## src/hdl/iee_pkg.sv

```systemverilog
// ----------------------------------------------------------------------------
// iee_pkg
// Shared types and constants for the infix expression evaluator.
// ----------------------------------------------------------------------------
package iee_pkg;

    localparam int NUM_WIDTH = 32;
    localparam int CNT_WIDTH = $clog2(NUM_WIDTH + 1);

    typedef logic [NUM_WIDTH-1:0] num_t;

    // operator codes
    typedef enum logic [1:0] {
        OP_ADD = 2'd0,
        OP_SUB = 2'd1,
        OP_MUL = 2'd2,
        OP_DIV = 2'd3
    } op_t;

    // token phase
    typedef enum logic [1:0] {
        TK_EMPTY  = 2'd0,
        TK_DIGITS = 2'd1,
        TK_DONE   = 2'd2,
        TK_BAD    = 2'd3
    } tok_t;

    // command from front to back
    typedef enum logic [1:0] {
        CMD_NUM_OP   = 2'd0,
        CMD_NUM_LAST = 2'd1,
        CMD_BOTH     = 2'd2
    } cmd_kind_t;

    typedef struct packed {
        cmd_kind_t kind;
        num_t      num;
        logic      missing;
        op_t       op;
    } cmd_t;

    // back-end sequencer states
    typedef enum logic [2:0] {
        BK_IDLE,
        BK_RED_OP,
        BK_RED_LAST,
        BK_DIV,
        BK_MUL,
        BK_OUT
    } bk_state_t;

    localparam logic [7:0] CH_ADD = 8'h2B;
    localparam logic [7:0] CH_SUB = 8'h2D;
    localparam logic [7:0] CH_MUL = 8'h2A;
    localparam logic [7:0] CH_DIV = 8'h2F;
    localparam logic [7:0] CH_0   = 8'h30;
    localparam logic [7:0] CH_9   = 8'h39;

    localparam logic [1:0] ST_OK   = 2'd0;
    localparam logic [1:0] ST_DIV0 = 2'd1;
    localparam logic [1:0] ST_MISS = 2'd2;

    localparam int QDEPTH = 2;

endpackage

```

## src/hdl/iee_char_if.sv

```systemverilog
// ----------------------------------------------------------------------------
// iee_char_if
// Character input channel: valid/ready with one character per word.
// ----------------------------------------------------------------------------
interface iee_char_if;
    logic       valid;
    logic       ready;
    logic [7:0] char_code;
    logic       last_char;

    modport source (output valid, output char_code, output last_char, input ready);
    modport sink (input valid, input char_code, input last_char, output ready);
endinterface

```

## src/hdl/iee_result_if.sv

```systemverilog
// ----------------------------------------------------------------------------
// iee_result_if
// Result output channel: valid/ready with value and status.
// ----------------------------------------------------------------------------
interface iee_result_if;
    logic              valid;
    logic              ready;
    logic signed [31:0] value;
    logic [1:0]        status;

    modport source (output valid, output value, output status, input ready);
    modport sink (input valid, input value, input status, output ready);
endinterface

```

## src/hdl/infix_expression_evaluator_unit.sv

```systemverilog
// ----------------------------------------------------------------------------
// infix_expression_evaluator_unit
// Character-stream infix evaluator for + - * / over decimal operands.
// ----------------------------------------------------------------------------
// Characters that are not operators are taken one per cycle by the tokenizer
// while the two-entry command queue has room. Each operator, and the final
// character, sends a command word through the queue to the evaluator; an
// operator that also ends the expression becomes two words. The evaluator
// takes a word only while idle and reduces it: an add or subtract in place, a
// multiply through the registered product and a divide in the one-bit-per-cycle
// divider, at most two reductions per word. An operator word then pushes its
// operator; the final word loads the result register, which holds until the
// result is taken.
module infix_expression_evaluator_unit (
    input  logic         clk,
    input  logic         rst_n,
    iee_char_if.sink     chars,
    iee_result_if.source result
);

    logic          f_valid, f_ready;
    iee_pkg::cmd_t f_cmd;
    logic          q_valid, q_ready;
    iee_pkg::cmd_t q_cmd;
    logic          s_valid, s_ready;
    iee_pkg::cmd_t s_cmd;

    iee_front u_front (
        .clk       (clk),
        .rst_n     (rst_n),
        .chars     (chars),
        .cmd_valid (f_valid),
        .cmd       (f_cmd),
        .cmd_ready (f_ready)
    );

    iee_queue u_queue (
        .clk       (clk),
        .rst_n     (rst_n),
        .in_valid  (f_valid),
        .in_ready  (f_ready),
        .in_cmd    (f_cmd),
        .out_valid (q_valid),
        .out_ready (q_ready),
        .out_cmd   (q_cmd)
    );

    iee_last_stage u_split (
        .clk       (clk),
        .rst_n     (rst_n),
        .in_valid  (q_valid),
        .in_ready  (q_ready),
        .in_cmd    (q_cmd),
        .out_valid (s_valid),
        .out_ready (s_ready),
        .out_cmd   (s_cmd)
    );

    iee_back u_back (
        .clk       (clk),
        .rst_n     (rst_n),
        .cmd_valid (s_valid),
        .cmd_ready (s_ready),
        .cmd       (s_cmd),
        .res       (result)
    );

    // status never takes the unused code
    a_status_range: assert property (@(posedge clk) disable iff (!rst_n)
        result.valid |-> result.status != 2'd3)
        else $error("status code out of range");

    // result word holds while stalled
    a_result_hold: assert property (@(posedge clk) disable iff (!rst_n)
        result.valid && !result.ready |=> result.valid && $stable(result.value))
        else $error("result changed while stalled");

    // queue never overflows into the tokenizer
    a_no_push_full: assert property (@(posedge clk) disable iff (!rst_n)
        f_valid && !f_ready |-> q_valid)
        else $error("queue full without pending word");

endmodule

```

## src/hdl/iee_front.sv

```systemverilog
// ----------------------------------------------------------------------------
// iee_front
// Tokenizer: gathers operand digits and emits a command word per operator
// or final character.
// ----------------------------------------------------------------------------
module iee_front (
    input  logic              clk,
    input  logic              rst_n,
    iee_char_if.sink          chars,
    output logic              cmd_valid,
    output iee_pkg::cmd_t     cmd,
    input  logic              cmd_ready
);

    iee_pkg::num_t tok_val_reg, tok_val_next;
    iee_pkg::tok_t tok_ph_reg, tok_ph_next;
    logic          is_op, is_digit, is_space;
    iee_pkg::op_t  op_code;
    logic          accept;
    iee_pkg::num_t digit_val;

    assign chars.ready = cmd_ready;
    assign accept      = chars.valid && chars.ready;

    // classify character
    always_comb
    begin
        is_op   = 1'b1;
        op_code = iee_pkg::OP_ADD;
        case (chars.char_code)
            iee_pkg::CH_ADD: op_code = iee_pkg::OP_ADD;
            iee_pkg::CH_SUB: op_code = iee_pkg::OP_SUB;
            iee_pkg::CH_MUL: op_code = iee_pkg::OP_MUL;
            iee_pkg::CH_DIV: op_code = iee_pkg::OP_DIV;
            default:         is_op   = 1'b0;
        endcase
        is_digit  = chars.char_code >= iee_pkg::CH_0 && chars.char_code <= iee_pkg::CH_9;
        is_space  = chars.char_code == 8'd32
                    || (chars.char_code >= 8'd9 && chars.char_code <= 8'd13);
        digit_val = iee_pkg::num_t'(chars.char_code - iee_pkg::CH_0);
    end

    // token after this character, before any take
    iee_pkg::num_t fed_val;
    iee_pkg::tok_t fed_ph;
    always_comb
    begin
        fed_val = tok_val_reg;
        fed_ph  = tok_ph_reg;
        if (!is_op)
        begin
            case (tok_ph_reg)
                iee_pkg::TK_EMPTY:
                begin
                    if (is_digit)
                    begin
                        fed_val = digit_val;
                        fed_ph  = iee_pkg::TK_DIGITS;
                    end
                    else if (!is_space)
                        fed_ph = iee_pkg::TK_BAD;
                end
                iee_pkg::TK_DIGITS:
                begin
                    if (is_digit)
                        fed_val = (tok_val_reg << 3) + (tok_val_reg << 1) + digit_val;
                    else
                        fed_ph = iee_pkg::TK_DONE;
                end
                default: ;
            endcase
        end
    end

    // command word
    always_comb
    begin
        cmd.op      = op_code;
        cmd.num     = (tok_ph_reg == iee_pkg::TK_DIGITS || tok_ph_reg == iee_pkg::TK_DONE)
                      ? tok_val_reg : '0;
        cmd.missing = !(tok_ph_reg == iee_pkg::TK_DIGITS || tok_ph_reg == iee_pkg::TK_DONE);
        if (is_op && chars.last_char)
            cmd.kind = iee_pkg::CMD_BOTH;
        else if (is_op)
            cmd.kind = iee_pkg::CMD_NUM_OP;
        else
        begin
            cmd.kind    = iee_pkg::CMD_NUM_LAST;
            cmd.num     = (fed_ph == iee_pkg::TK_DIGITS || fed_ph == iee_pkg::TK_DONE)
                          ? fed_val : '0;
            cmd.missing = !(fed_ph == iee_pkg::TK_DIGITS || fed_ph == iee_pkg::TK_DONE);
        end
        cmd_valid = chars.valid && (is_op || chars.last_char);
    end

    // token registers
    always_comb
    begin
        tok_val_next = tok_val_reg;
        tok_ph_next  = tok_ph_reg;
        if (accept)
        begin
            if (is_op || chars.last_char)
            begin
                tok_val_next = '0;
                tok_ph_next  = iee_pkg::TK_EMPTY;
            end
            else
            begin
                tok_val_next = fed_val;
                tok_ph_next  = fed_ph;
            end
        end
    end

    always_ff @(posedge clk or negedge rst_n)
    begin
        if (!rst_n)
        begin
            tok_val_reg <= '0;
            tok_ph_reg  <= iee_pkg::TK_EMPTY;
        end
        else
        begin
            tok_val_reg <= tok_val_next;
            tok_ph_reg  <= tok_ph_next;
        end
    end

endmodule

```

## src/hdl/iee_queue.sv

```systemverilog
// ----------------------------------------------------------------------------
// iee_queue
// Small command queue between the tokenizer and the evaluator.
// ----------------------------------------------------------------------------
module iee_queue (
    input  logic          clk,
    input  logic          rst_n,
    input  logic          in_valid,
    output logic          in_ready,
    input  iee_pkg::cmd_t in_cmd,
    output logic          out_valid,
    input  logic          out_ready,
    output iee_pkg::cmd_t out_cmd
);

    localparam int AW = $clog2(iee_pkg::QDEPTH);

    iee_pkg::cmd_t    mem [iee_pkg::QDEPTH];
    logic [AW-1:0]    wp_reg, rp_reg;
    logic [AW:0]      cnt_reg;
    logic             push, pop;

    assign in_ready  = cnt_reg != (AW+1)'(iee_pkg::QDEPTH);
    assign out_valid = cnt_reg != '0;
    assign push      = in_valid && in_ready;
    assign pop       = out_valid && out_ready;
    assign out_cmd   = mem[rp_reg];

    // storage
    always_ff @(posedge clk)
    begin
        if (push)
            mem[wp_reg] <= in_cmd;
    end

    // pointers
    always_ff @(posedge clk or negedge rst_n)
    begin
        if (!rst_n)
        begin
            wp_reg  <= '0;
            rp_reg  <= '0;
            cnt_reg <= '0;
        end
        else
        begin
            if (push)
                wp_reg <= wp_reg + 1'b1;
            if (pop)
                rp_reg <= rp_reg + 1'b1;
            cnt_reg <= cnt_reg + (AW+1)'(push) - (AW+1)'(pop);
        end
    end

endmodule

```

## src/hdl/iee_divider.sv

```systemverilog
// ----------------------------------------------------------------------------
// iee_divider
// Radix-2 restoring signed divider, one quotient bit per cycle.
// ----------------------------------------------------------------------------
module iee_divider (
    input  logic          clk,
    input  logic          rst_n,
    input  logic          start,
    input  iee_pkg::num_t a,
    input  iee_pkg::num_t b,
    output logic          done,
    output iee_pkg::num_t q
);

    localparam int W = iee_pkg::NUM_WIDTH;

    iee_pkg::num_t                 rem_reg, quo_reg, dvs_reg;
    logic                          neg_reg, busy_reg;
    logic [iee_pkg::CNT_WIDTH-1:0] cnt_reg;
    logic [W:0]                    trial;

    assign trial = {rem_reg, quo_reg[W-1]} - {1'b0, dvs_reg};
    assign done  = busy_reg && cnt_reg == '0;
    assign q     = neg_reg ? -quo_reg : quo_reg;

    // shift-subtract loop
    always_ff @(posedge clk or negedge rst_n)
    begin
        if (!rst_n)
        begin
            busy_reg <= 1'b0;
            cnt_reg  <= '0;
        end
        else if (start)
        begin
            busy_reg <= 1'b1;
            cnt_reg  <= iee_pkg::CNT_WIDTH'(W);
        end
        else if (done)
            busy_reg <= 1'b0;
        else if (busy_reg)
            cnt_reg <= cnt_reg - 1'b1;
    end

    always_ff @(posedge clk)
    begin
        if (start)
        begin
            rem_reg <= '0;
            quo_reg <= a[W-1] ? -a : a;
            dvs_reg <= b[W-1] ? -b : b;
            neg_reg <= a[W-1] ^ b[W-1];
        end
        else if (busy_reg && cnt_reg != '0)
        begin
            if (!trial[W])
            begin
                rem_reg <= trial[W-1:0];
                quo_reg <= {quo_reg[W-2:0], 1'b1};
            end
            else
            begin
                rem_reg <= {rem_reg[W-2:0], quo_reg[W-1]};
                quo_reg <= {quo_reg[W-2:0], 1'b0};
            end
        end
    end

endmodule

```

## src/hdl/iee_back.sv

```systemverilog
// ----------------------------------------------------------------------------
// iee_back
// Evaluator: number and operator stacks, reduction sequencer, result register.
// ----------------------------------------------------------------------------
module iee_back (
    input  logic          clk,
    input  logic          rst_n,
    input  logic          cmd_valid,
    output logic          cmd_ready,
    input  iee_pkg::cmd_t cmd,
    iee_result_if.source  res
);

    iee_pkg::bk_state_t state_reg, state_next;
    iee_pkg::num_t      ns_reg [3];
    iee_pkg::op_t       os_reg [2];
    logic [1:0]         nc_reg, oc_reg;
    logic [1:0]         err_reg;
    iee_pkg::cmd_t      cur_reg;
    iee_pkg::num_t      prod_reg;
    logic               mul_wait_reg;
    logic               div_start;
    logic               div_done;
    iee_pkg::num_t      div_q;
    logic               out_valid_reg;
    logic signed [31:0] out_val_reg;
    logic [1:0]         out_st_reg;

    iee_pkg::num_t lhs, rhs;
    iee_pkg::op_t  top_op;
    logic          can_red, want_red_op;

    iee_divider u_div (
        .clk   (clk),
        .rst_n (rst_n),
        .start (div_start),
        .a     (lhs),
        .b     (rhs),
        .done  (div_done),
        .q     (div_q)
    );

    assign lhs    = ns_reg[nc_reg - 2'd2];
    assign rhs    = ns_reg[nc_reg - 2'd1];
    assign top_op = os_reg[oc_reg[0] ? 1'b0 : 1'b1];
    assign can_red = oc_reg != '0 && nc_reg >= 2'd2;
    assign want_red_op = oc_reg != '0
        && !(cur_reg.op >= iee_pkg::OP_MUL && top_op < iee_pkg::OP_MUL);

    assign cmd_ready = state_reg == iee_pkg::BK_IDLE;
    assign res.valid  = out_valid_reg;
    assign res.value  = out_val_reg;
    assign res.status = out_st_reg;

    // sequencer next state
    always_comb
    begin
        state_next = state_reg;
        div_start  = 1'b0;
        case (state_reg)
            iee_pkg::BK_IDLE:
                if (cmd_valid)
                    state_next = (cmd.kind == iee_pkg::CMD_NUM_OP)
                                 ? iee_pkg::BK_RED_OP : iee_pkg::BK_RED_LAST;
            iee_pkg::BK_RED_OP, iee_pkg::BK_RED_LAST:
            begin
                if ((state_reg == iee_pkg::BK_RED_OP && !want_red_op)
                    || (state_reg == iee_pkg::BK_RED_LAST && oc_reg == '0))
                    state_next = (state_reg == iee_pkg::BK_RED_OP)
                                 ? iee_pkg::BK_IDLE : iee_pkg::BK_OUT;
                else if (can_red && top_op == iee_pkg::OP_DIV && rhs != '0)
                begin
                    div_start  = 1'b1;
                    state_next = iee_pkg::BK_DIV;
                end
                else if (can_red && top_op == iee_pkg::OP_MUL)
                    state_next = iee_pkg::BK_MUL;
            end
            iee_pkg::BK_DIV:
                if (div_done)
                    state_next = cur_reg.kind == iee_pkg::CMD_NUM_OP
                                 ? iee_pkg::BK_RED_OP : iee_pkg::BK_RED_LAST;
            iee_pkg::BK_MUL:
                if (!mul_wait_reg)
                    state_next = cur_reg.kind == iee_pkg::CMD_NUM_OP
                                 ? iee_pkg::BK_RED_OP : iee_pkg::BK_RED_LAST;
            iee_pkg::BK_OUT:
                if (!out_valid_reg || res.ready)
                    state_next = iee_pkg::BK_IDLE;
            default: state_next = iee_pkg::BK_IDLE;
        endcase
    end

    always_ff @(posedge clk or negedge rst_n)
    begin
        if (!rst_n)
            state_reg <= iee_pkg::BK_IDLE;
        else
            state_reg <= state_next;
    end

    // stacks and datapath
    always_ff @(posedge clk or negedge rst_n)
    begin
        if (!rst_n)
        begin
            nc_reg        <= '0;
            oc_reg        <= '0;
            err_reg       <= '0;
            mul_wait_reg  <= 1'b0;
            out_valid_reg <= 1'b0;
            out_val_reg   <= '0;
            out_st_reg    <= iee_pkg::ST_OK;
            cur_reg       <= '0;
            prod_reg      <= '0;
            ns_reg        <= '{default: '0};
            os_reg        <= '{default: iee_pkg::OP_ADD};
        end
        else
        begin
            // result word valid: load in the output state, clear when taken
            if (state_reg == iee_pkg::BK_OUT && (!out_valid_reg || res.ready))
                out_valid_reg <= 1'b1;
            else if (out_valid_reg && res.ready)
                out_valid_reg <= 1'b0;
            case (state_reg)
                iee_pkg::BK_IDLE:
                    if (cmd_valid)
                    begin
                        cur_reg <= cmd;
                        if (cmd.missing)
                            err_reg[1] <= 1'b1;
                        if (nc_reg != 2'd3)
                        begin
                            ns_reg[nc_reg] <= cmd.num;
                            nc_reg         <= nc_reg + 1'b1;
                        end
                    end
                iee_pkg::BK_RED_OP, iee_pkg::BK_RED_LAST:
                begin
                    if ((state_reg == iee_pkg::BK_RED_OP && !want_red_op)
                        || (state_reg == iee_pkg::BK_RED_LAST && oc_reg == '0))
                    begin
                        if (state_reg == iee_pkg::BK_RED_OP)
                        begin
                            if (oc_reg != 2'd2)
                            begin
                                os_reg[oc_reg[0]] <= cur_reg.op;
                                oc_reg            <= oc_reg + 1'b1;
                            end
                        end
                    end
                    else if (!can_red)
                        oc_reg <= oc_reg - 1'b1;
                    else if (top_op == iee_pkg::OP_ADD || top_op == iee_pkg::OP_SUB
                             || (top_op == iee_pkg::OP_DIV && rhs == '0))
                    begin
                        oc_reg <= oc_reg - 1'b1;
                        nc_reg <= nc_reg - 1'b1;
                        if (top_op == iee_pkg::OP_ADD)
                            ns_reg[nc_reg - 2'd2] <= lhs + rhs;
                        else if (top_op == iee_pkg::OP_SUB)
                            ns_reg[nc_reg - 2'd2] <= lhs - rhs;
                        else
                        begin
                            ns_reg[nc_reg - 2'd2] <= '0;
                            err_reg[0]            <= 1'b1;
                        end
                    end
                    else if (top_op == iee_pkg::OP_MUL)
                    begin
                        prod_reg     <= lhs * rhs;
                        mul_wait_reg <= 1'b1;
                    end
                end
                iee_pkg::BK_MUL:
                    if (mul_wait_reg)
                    begin
                        mul_wait_reg          <= 1'b0;
                        ns_reg[nc_reg - 2'd2] <= prod_reg;
                        oc_reg                <= oc_reg - 1'b1;
                        nc_reg                <= nc_reg - 1'b1;
                    end
                iee_pkg::BK_DIV:
                    if (div_done)
                    begin
                        ns_reg[nc_reg - 2'd2] <= div_q;
                        oc_reg                <= oc_reg - 1'b1;
                        nc_reg                <= nc_reg - 1'b1;
                    end
                iee_pkg::BK_OUT:
                    if (!out_valid_reg || res.ready)
                    begin
                        out_val_reg   <= (nc_reg != '0) ? 32'(ns_reg[nc_reg - 2'd1]) : '0;
                        out_st_reg    <= err_reg[0] ? iee_pkg::ST_DIV0
                                       : (err_reg[1] ? iee_pkg::ST_MISS : iee_pkg::ST_OK);
                        nc_reg        <= '0;
                        oc_reg        <= '0;
                        err_reg       <= '0;
                    end
                default: ;
            endcase
        end
    end

endmodule

```

## src/hdl/iee_last_stage.sv

```systemverilog
// ----------------------------------------------------------------------------
// iee_last_stage
// Splits an operator that also ends the expression into two command words.
// ----------------------------------------------------------------------------
module iee_last_stage (
    input  logic          clk,
    input  logic          rst_n,
    input  logic          in_valid,
    output logic          in_ready,
    input  iee_pkg::cmd_t in_cmd,
    output logic          out_valid,
    input  logic          out_ready,
    output iee_pkg::cmd_t out_cmd
);

    logic second_reg;

    // first word pushes operand and operator, second closes with an empty operand
    always_comb
    begin
        out_valid = in_valid;
        out_cmd   = in_cmd;
        in_ready  = out_ready;
        if (in_cmd.kind == iee_pkg::CMD_BOTH)
        begin
            if (!second_reg)
            begin
                out_cmd.kind = iee_pkg::CMD_NUM_OP;
                in_ready     = 1'b0;
            end
            else
            begin
                out_cmd.kind    = iee_pkg::CMD_NUM_LAST;
                out_cmd.num     = '0;
                out_cmd.missing = 1'b1;
            end
        end
    end

    always_ff @(posedge clk or negedge rst_n)
    begin
        if (!rst_n)
            second_reg <= 1'b0;
        else if (in_valid && out_ready && in_cmd.kind == iee_pkg::CMD_BOTH)
            second_reg <= !second_reg;
    end

endmodule

```

## src/flat_wrapper.sv

```systemverilog
// flat-port wrapper written by rule: the top's interface ports become plain ports
module infix_expression_evaluator_unit_flat 
  (clk, rst_n, chars_valid, chars_char_code, chars_last_char, chars_ready, result_valid, result_value, result_status, result_ready);
  iee_char_if chars_i ();
  iee_result_if result_i ();
  input  logic clk;
  input  logic rst_n;
  input wire logic [$bits(chars_i.valid)-1:0] chars_valid;
  input wire logic [$bits(chars_i.char_code)-1:0] chars_char_code;
  input wire logic [$bits(chars_i.last_char)-1:0] chars_last_char;
  output wire logic [$bits(chars_i.ready)-1:0] chars_ready;
  output wire logic [$bits(result_i.valid)-1:0] result_valid;
  output wire logic [$bits(result_i.value)-1:0] result_value;
  output wire logic [$bits(result_i.status)-1:0] result_status;
  input wire logic [$bits(result_i.ready)-1:0] result_ready;
  assign chars_i.valid = chars_valid;
  assign chars_i.char_code = chars_char_code;
  assign chars_i.last_char = chars_last_char;
  assign chars_ready = chars_i.ready;
  assign result_valid = result_i.valid;
  assign result_value = result_i.value;
  assign result_status = result_i.status;
  assign result_i.ready = result_ready;
  infix_expression_evaluator_unit u_core (.clk(clk), .rst_n(rst_n), .chars(chars_i), .result(result_i));
endmodule
```

## config.mk

```make
export PLATFORM = sky130hd
export DESIGN_NAME = infix_expression_evaluator_unit_flat
export DESIGN_NICKNAME = d
export VERILOG_FILES = /design/src/hdl/iee_pkg.sv /design/src/hdl/iee_char_if.sv /design/src/hdl/iee_result_if.sv /design/src/hdl/infix_expression_evaluator_unit.sv /design/src/hdl/iee_front.sv /design/src/hdl/iee_queue.sv /design/src/hdl/iee_divider.sv /design/src/hdl/iee_back.sv /design/src/hdl/iee_last_stage.sv /design/src/flat_wrapper.sv
export SDC_FILE = /design/constraint.sdc
export NUM_CORES = 2
export LEC_CHECK = 0
export BUFFER_PORTS_ARGS = -buffer_cell sky130_fd_sc_hd__buf_4
export CORE_UTILIZATION = 55
export CTS_CLUSTER_SIZE = 10
export DETAILED_ROUTE_END_ITERATION = 8
export HOLD_SLACK_MARGIN = 0.1
export PLACE_DENSITY = 0.74
export SYNTH_ARGS = -nofsm -noshare
export SYNTH_HDL_FRONTEND = slang
export SYNTH_SLANG_ARGS = --single-unit
```

## constraint.sdc

```tcl
create_clock -name clk -period 17.94 [get_ports clk]
set_input_delay 1.794 -clock clk [delete_from_list [all_inputs] [get_ports clk]]
set_output_delay 1.794 -clock clk [all_outputs]
set_load 0.005 [all_outputs]
```

Word-level counts from Yosys, hierarchy flattened:

Memory sizes are Yosys's and may differ from the RTL's.
Index checks and enable logic that the tools add are counted.

* word-level logic and storage cells: 312
* output and inout port bits: 36
* memories kept: 1
* register bits: 324
* memory bits (writable): 74
* input bits: 13

* multipliers: 1
* bitwise logic cells: 10
* eq/ne operators: 40
* reduce and logical (&&, ||, !) cells: 76
* $add $sub $neg: 19
* multiplexer cells: 120
* order comparisons: 15

Memories
* u_core.u_queue.mem: words 2, width 37, rd ports 1, clocked after Yosys merged registers in 0, write ports 1, RTL line iee_queue.sv:18 `iee_pkg::cmd_t mem [iee_pkg::QDEPTH];`

Operator list (number)
* two-way mux 96 bit: 9
* two-way mux 32 bit: 18
* bitwise mux 96 bit: 5
* case mux 96 bit (4 select lines): 1
* binary-select mux 32 bit (select 2 bit): 2
* demux 32 bit (select 2 bit): 2
* two-way mux 33 bit: 3
* adder 32 bit: 3
* bitwise AND 96 bit: 1
* negator 32 bit: 3
* NOT 96 bit: 1
* case mux 32 bit (2 select lines): 1
* two-way mux 2 bit: 29
* == test 8 x 6 -> 1 bit (second input constant): 5
* two-way mux 35 bit: 1
* subtractor 33 x 32 -> 33 bit: 1
* zero test 32 bit: 1
* multiplier 32 x 32 -> 32 bit: 1
* inequality test 2 bit (second input constant): 16
* nonzero test 32 bit: 1
* subtractor 32 bit: 1
* two-way mux 31 bit: 1
* two-way mux 1 bit: 27
* logical AND 1 bit: 25
* other kinds (56): 123

Logic depth before layout (Yosys ltp):

* word-level depth: 16
* depth in mapped cells: 41
* depth with buffers taken out: 34

By module:

From an unflattened synthesis, not the netlist that was laid out.

* cells, all modules: 5198
* area total of the unflattened synthesis: 44848.0 um^2

Modules (own cells, without submodules)
* iee_back: area an instance 28800.1 um^2, cells an instance 3466, sequential area each 4529.3 um^2, instances 1
* iee_divider: area an instance 7897.6 um^2, cells an instance 952, sequential area each 2767.7 um^2, instances 1
* iee_front: area an instance 4847.1 um^2, cells an instance 596, sequential area each 850.8 um^2, instances 1
* iee_queue: area an instance 2892.8 um^2, cells an instance 137, sequential area each 2322.2 um^2, instances 1
* iee_last_stage: area an instance 410.4 um^2, cells an instance 47, sequential area each 25.0 um^2, instances 1

Worst setup path before layout:

Ideal clock, no wire load.

* path type: reg-to-reg
* from: reg u_core.u_back.nc_reg[0]
* to: reg u_core.u_back.prod_reg[30]
* buffers on the path: 8
* arrival: 8.902 ns
* setup slack: 8.902 ns
* period minus slack after synthesis: 9.038 ns
* data required time: 17.804 ns
* setup time: 0.136 ns
* stages on the path, launching flop included: 35
* cell sequence: dfrtp_1 > inv_1 > buf_4 > buf_4 > clkbuf_1 > ha_1 > buf_6 > buf_6 > buf_2 > mux2i_1 > o21a_1 > clkbuf_1 > clkbuf_1 > nor2_1 > fa_1 > inv_1 > fa_1 > fa_1 > fa_1 > fa_1 > inv_1 > ha_1 > inv_1 > fa_1 > fa_1 > inv_1 > ha_1 > or4_1 > a21oi_1 > nor3_1 > a2111oi_0 > o21ai_0 > mux2i_1 > xnor2_1 > o21ai_0

* word-level cells in the longest chain between the ends: 10
* elaborated cells on any way between the ends: 18
* those cells by class: add/sub (2); mul (1); order compare (1); mux (6); bitwise (3); reduce/logical (5)

Ends and longest elaborated chain
* from (decl): RTL line iee_back.sv:17 `logic [1:0] nc_reg, oc_reg;`
* from (signal assigned): RTL line iee_back.sv:136 `nc_reg <= nc_reg + 1'b1;`
* from (signal assigned): RTL line iee_back.sv:159 `nc_reg <= nc_reg - 1'b1;`
* from (signal assigned): RTL line iee_back.sv:182 `nc_reg <= nc_reg - 1'b1;`
* branches (longest 10 deep; another with multiplier 32 x 32 -> 32 bit)
* to (signal assigned): RTL line iee_back.sv:172 `prod_reg <= lhs * rhs;`
* to (decl): RTL line iee_back.sv:20 `iee_pkg::num_t prod_reg;`

Several ways; the timed one is not identified. The select of a mux whose other input is x is not followed.
A chain may end at the register's enable or synchronous reset.

Worst setup path in the final report:

* from: reg u_core.u_back.nc_reg[1]
* to: reg u_core.u_back.prod_reg[31]

The elaborated chain is that of the path after synthesis.

==> results <==
- The number of synthesized flops with an enable pin is 139.
- The instance count of the mapped netlist is 5051.
- The site row count is 103.
- The largest individual stage delay along the critical path comes from the cell sky130_fd_sc_hd__ha_2.
- The detailed-route via count is 38.89k.
- For the pin with the worst max-slew slack, the measured transition is 1300 ps.
- The share of the Yosys chip area taken by registers is 23.94%.
- The via count of the first global-routing pass came to 38.63k.
- The flip-flop count of the largest register, all copies and words added is 96.
- The wire-length estimate of the detail-placed layout is 111800 um.
- The number of distinct standard cells referenced by the synthesized netlist is 97.
- The largest fanout on the critical path is 31.
- The number of nets in the final layout is 5690.
- The run finished with clean final reports.
- The CTS buffer count is 52.
- For this run, the slowest stage of the critical path takes 950 ps.
- The first-pass GRT wire length is 232900 um.
- The number of violations reported at the end of detailed-routing iteration 0 is 4748.
- The count of antenna-violating nets left after detailed routing is 0.
- The area share of the leading cell type in the synthesized netlist is 20.09%.
- In this run the number of H-tree levels came out at 2.
- The total of buffers placed on input and output ports is 48.
- CTS saw 398 sinks.
- The post-detailed-route DRC marker count is 0.
- In this run the tightest slew margin relative to its limit is 12.55%.
- By area the synthesized netlist is led by sky130_fd_sc_hd__fa_1 (20%), sky130_fd_sc_hd__dfrtp_1 (13%), sky130_fd_sc_hd__edfxtp_1 (9.5%).
- The final weighted congestion in routability-driven placement is 1.039.
- Setup repair after global routing left no endpoint under its margin.
- The number of warnings printed during yosys synthesis is 0.
- The overall routing resource usage is 37.80%.
- The detailed-router iteration count before antenna repair is 7.
- Counting instances, the worst hold path has a depth of 2.
- STA puts the critical path data arrival time at 11340 ps.
- 49 I/O pins were placed.
- The most frequent standard cell in the layout excluding fill and tap cells is sky130_fd_sc_hd__nand2_1.
- The most used flip-flop cell after synthesis is sky130_fd_sc_hd__dfrtp_1.
- Setup violations remaining at the end of the flow were counted as 0.
- The worst clock skew is 59.06 ps.
- The startpoint kind of the worst setup timing path is a flip-flop.
- With fillers left out, the area of the finished cells amounts to 0.04699 mm2.
- The core region area is 0.07887 mm2.
- For the worst-skew pair, the clock arrives at the later sink with an insertion delay of 670 ps.
- The clock transition at the registers of the reported paths is 60 ps.
- The count of inserted antenna diode cells is 0.
- The number of buffers inserted by post-CTS setup repair is 0.
- The instance area at placement is 0.04528 mm2.
- The critical path start-end classification is flip-flop to flip-flop.
- The maximum buffer depth of the clock tree is 3.
- The cell with the most instances on the worst path is sky130_fd_sc_hd__fa_1.
- The die extent in x is 284.3 um.
- The initial antenna violation count is 0.
- The sort of element at the end of the critical path is a flip-flop.
- The max-cap check violation count is 0.
- The effective utilization at floorplan is 55.59%.
- The final count of pins violating max slew is 0.
- After synthesis the netlist holds a flip-flop and latch count of 398.
- The async set-reset flop share out of synthesis is 57.04%.
- Counting cells, the worst reg-to-reg path comes to 30.
- For the final routed database, the setup TNS stands at 0 ps.
- Static timing analysis puts the maximum clock frequency at 92.84 MHz.
- The area growth from synthesis to layout is 7.183%.
- The number of hold buffers added after CTS was 0.
- The number of gates resized after cts is 0.
- The shortest period the worst path allows is 10770 ps.
- The cell sitting at the root of the clock tree is a sky130_fd_sc_hd__clkbuf_16.
- The worst endpoint required time is 18510 ps.
- The per-cell routed wire length is 25.19 um.
- TritonCTS built the clock tree.
- The maximum number of pins on one net before global-route repair is 100.
- In the routed layout, each cell is associated on average with a via count of 6.413.
- The class of the worst hold path is flip-flop to flip-flop.
- Summed over all instances, the cell type with the most area after synthesis is sky130_fd_sc_hd__fa_1.
- The smallest hold slack is 480.8 ps.
- The post-route netlist has 7.159% of its cells at a drive strength greater than 1.
- After layout, the worst path uses 60.04% of the clock period.
- Measured along the y axis, the die boundary spans 284.3 um.
- Counting every net in the synthesized netlist gives 5769.
- The average instance area after synthesis is 8.680 um2.
- The synthesized netlist occupies a cell area of 0.04384 mm2.
- Leaving out fill and tap cells, the most frequent cells in the layout are sky130_fd_sc_hd__nand2_1 (594), sky130_fd_sc_hd__inv_1 (558), sky130_fd_sc_hd__nor2_1 (525).
- The final layout contains routed wiring with a total length of 152800 um.
- The die covers 0.08085 mm2.
- The overflow left after global routing is 0.
- The count of final hold-check violations is 0.
cells in the mapped netlist, types with 38 or more instances:
cell type	count
sky130_fd_sc_hd__edfxtp_1	139
sky130_fd_sc_hd__xnor2_1	205
sky130_fd_sc_hd__mux2i_1	75
sky130_fd_sc_hd__a22o_1	56
sky130_fd_sc_hd__nand2_1	594
sky130_fd_sc_hd__o21ai_0	318
sky130_fd_sc_hd__o21a_1	45
sky130_fd_sc_hd__nand3_1	57
sky130_fd_sc_hd__inv_1	559
sky130_fd_sc_hd__a31oi_1	45
sky130_fd_sc_hd__mux2_2	57
sky130_fd_sc_hd__fa_1	440
sky130_fd_sc_hd__a211oi_1	38
sky130_fd_sc_hd__ha_1	265
sky130_fd_sc_hd__a22oi_1	60
sky130_fd_sc_hd__xor2_1	59
sky130_fd_sc_hd__nor2_1	534
sky130_fd_sc_hd__a21oi_1	337
sky130_fd_sc_hd__nor3_1	47
sky130_fd_sc_hd__a21o_1	55
sky130_fd_sc_hd__dfrtp_1	227
sky130_fd_sc_hd__clkbuf_1	232
worst max-delay path, delay by kind of cell, from the launching register on:
kind / cells / cell delay (ps)
adder cells (fa/ha/maj): 11 / 5590
flip-flops: 1 / 330
XOR/XNOR: 1 / 140
AO/OA/AOI/OAI: 7 / 1970
multiplexers: 1 / 270
buffers and inverters: 7 / 1820
AND/OR/NAND/NOR: 3 / 510
per-stage QoR:
stage                     setup slack [ps]  std cells  utilization (%)
after floorplan                       8902       5051                -
after global placement                7501       5967            57.41
after detailed placement              7377       5967            57.41
after CTS                             7341       6064            59.57
after global routing                  6776       6065            59.58
final                                 7169       6065            59.58
routing by layer:
metal  track usage [%]  wire (um)  up-vias
li1                  -          -    16908
met1             48.08      56590    18746
met2             56.32      64120     2622
met3             9.968      19140      617
met4             25.99      12950        0
met5                 0          0        -
cells by family (layout without fill, tap and decap cells):
logic type,after synthesis,after routing,synth area share (%)
and+or+nand+nor,1450,1450,14.18
DFF,398,398,23.94
adders and majority gates,705,705,27.65
xor gates and xnor gates,264,264,5.274
muxes,133,133,3.202
AOI/OAI and AO/OA,1245,1245,18.28
buffers and inverters,856,820,7.466
cell type report:
type / count / area [um2]
clock buffer: 87 / 1575
timing repair buffer: 143 / 1081
clock inverter: 10 / 128.9
tap: 1050 / 1314
fill: 6937 / 31880
sequential: 398 / 10500
inverter: 580 / 2177
multi-input combinational: 3797 / 30220
final timing paths:
path	start	endpoint	slack, ps
setup / recovery	u_core.u_back.nc_reg[1]	u_core.u_back.prod_reg[31]	7170
hold / removal	u_core.u_back.u_div.rem_reg[11]	u_core.u_back.u_div.rem_reg[11]	480
setup reg to reg	u_core.u_back.nc_reg[1]	u_core.u_back.prod_reg[31]	7170
hold reg to reg	u_core.u_back.u_div.rem_reg[11]	u_core.u_back.u_div.rem_reg[11]	480
max in group asynchronous	rst_n	u_core.u_back.res.value[14]	15130
min in group asynchronous	rst_n	u_core.u_front.tok_val_reg[3]	1180
Power is left out: the tool's default activity adds up to more than one toggle a clock period on the data nets, which glitch-free logic cannot reach.
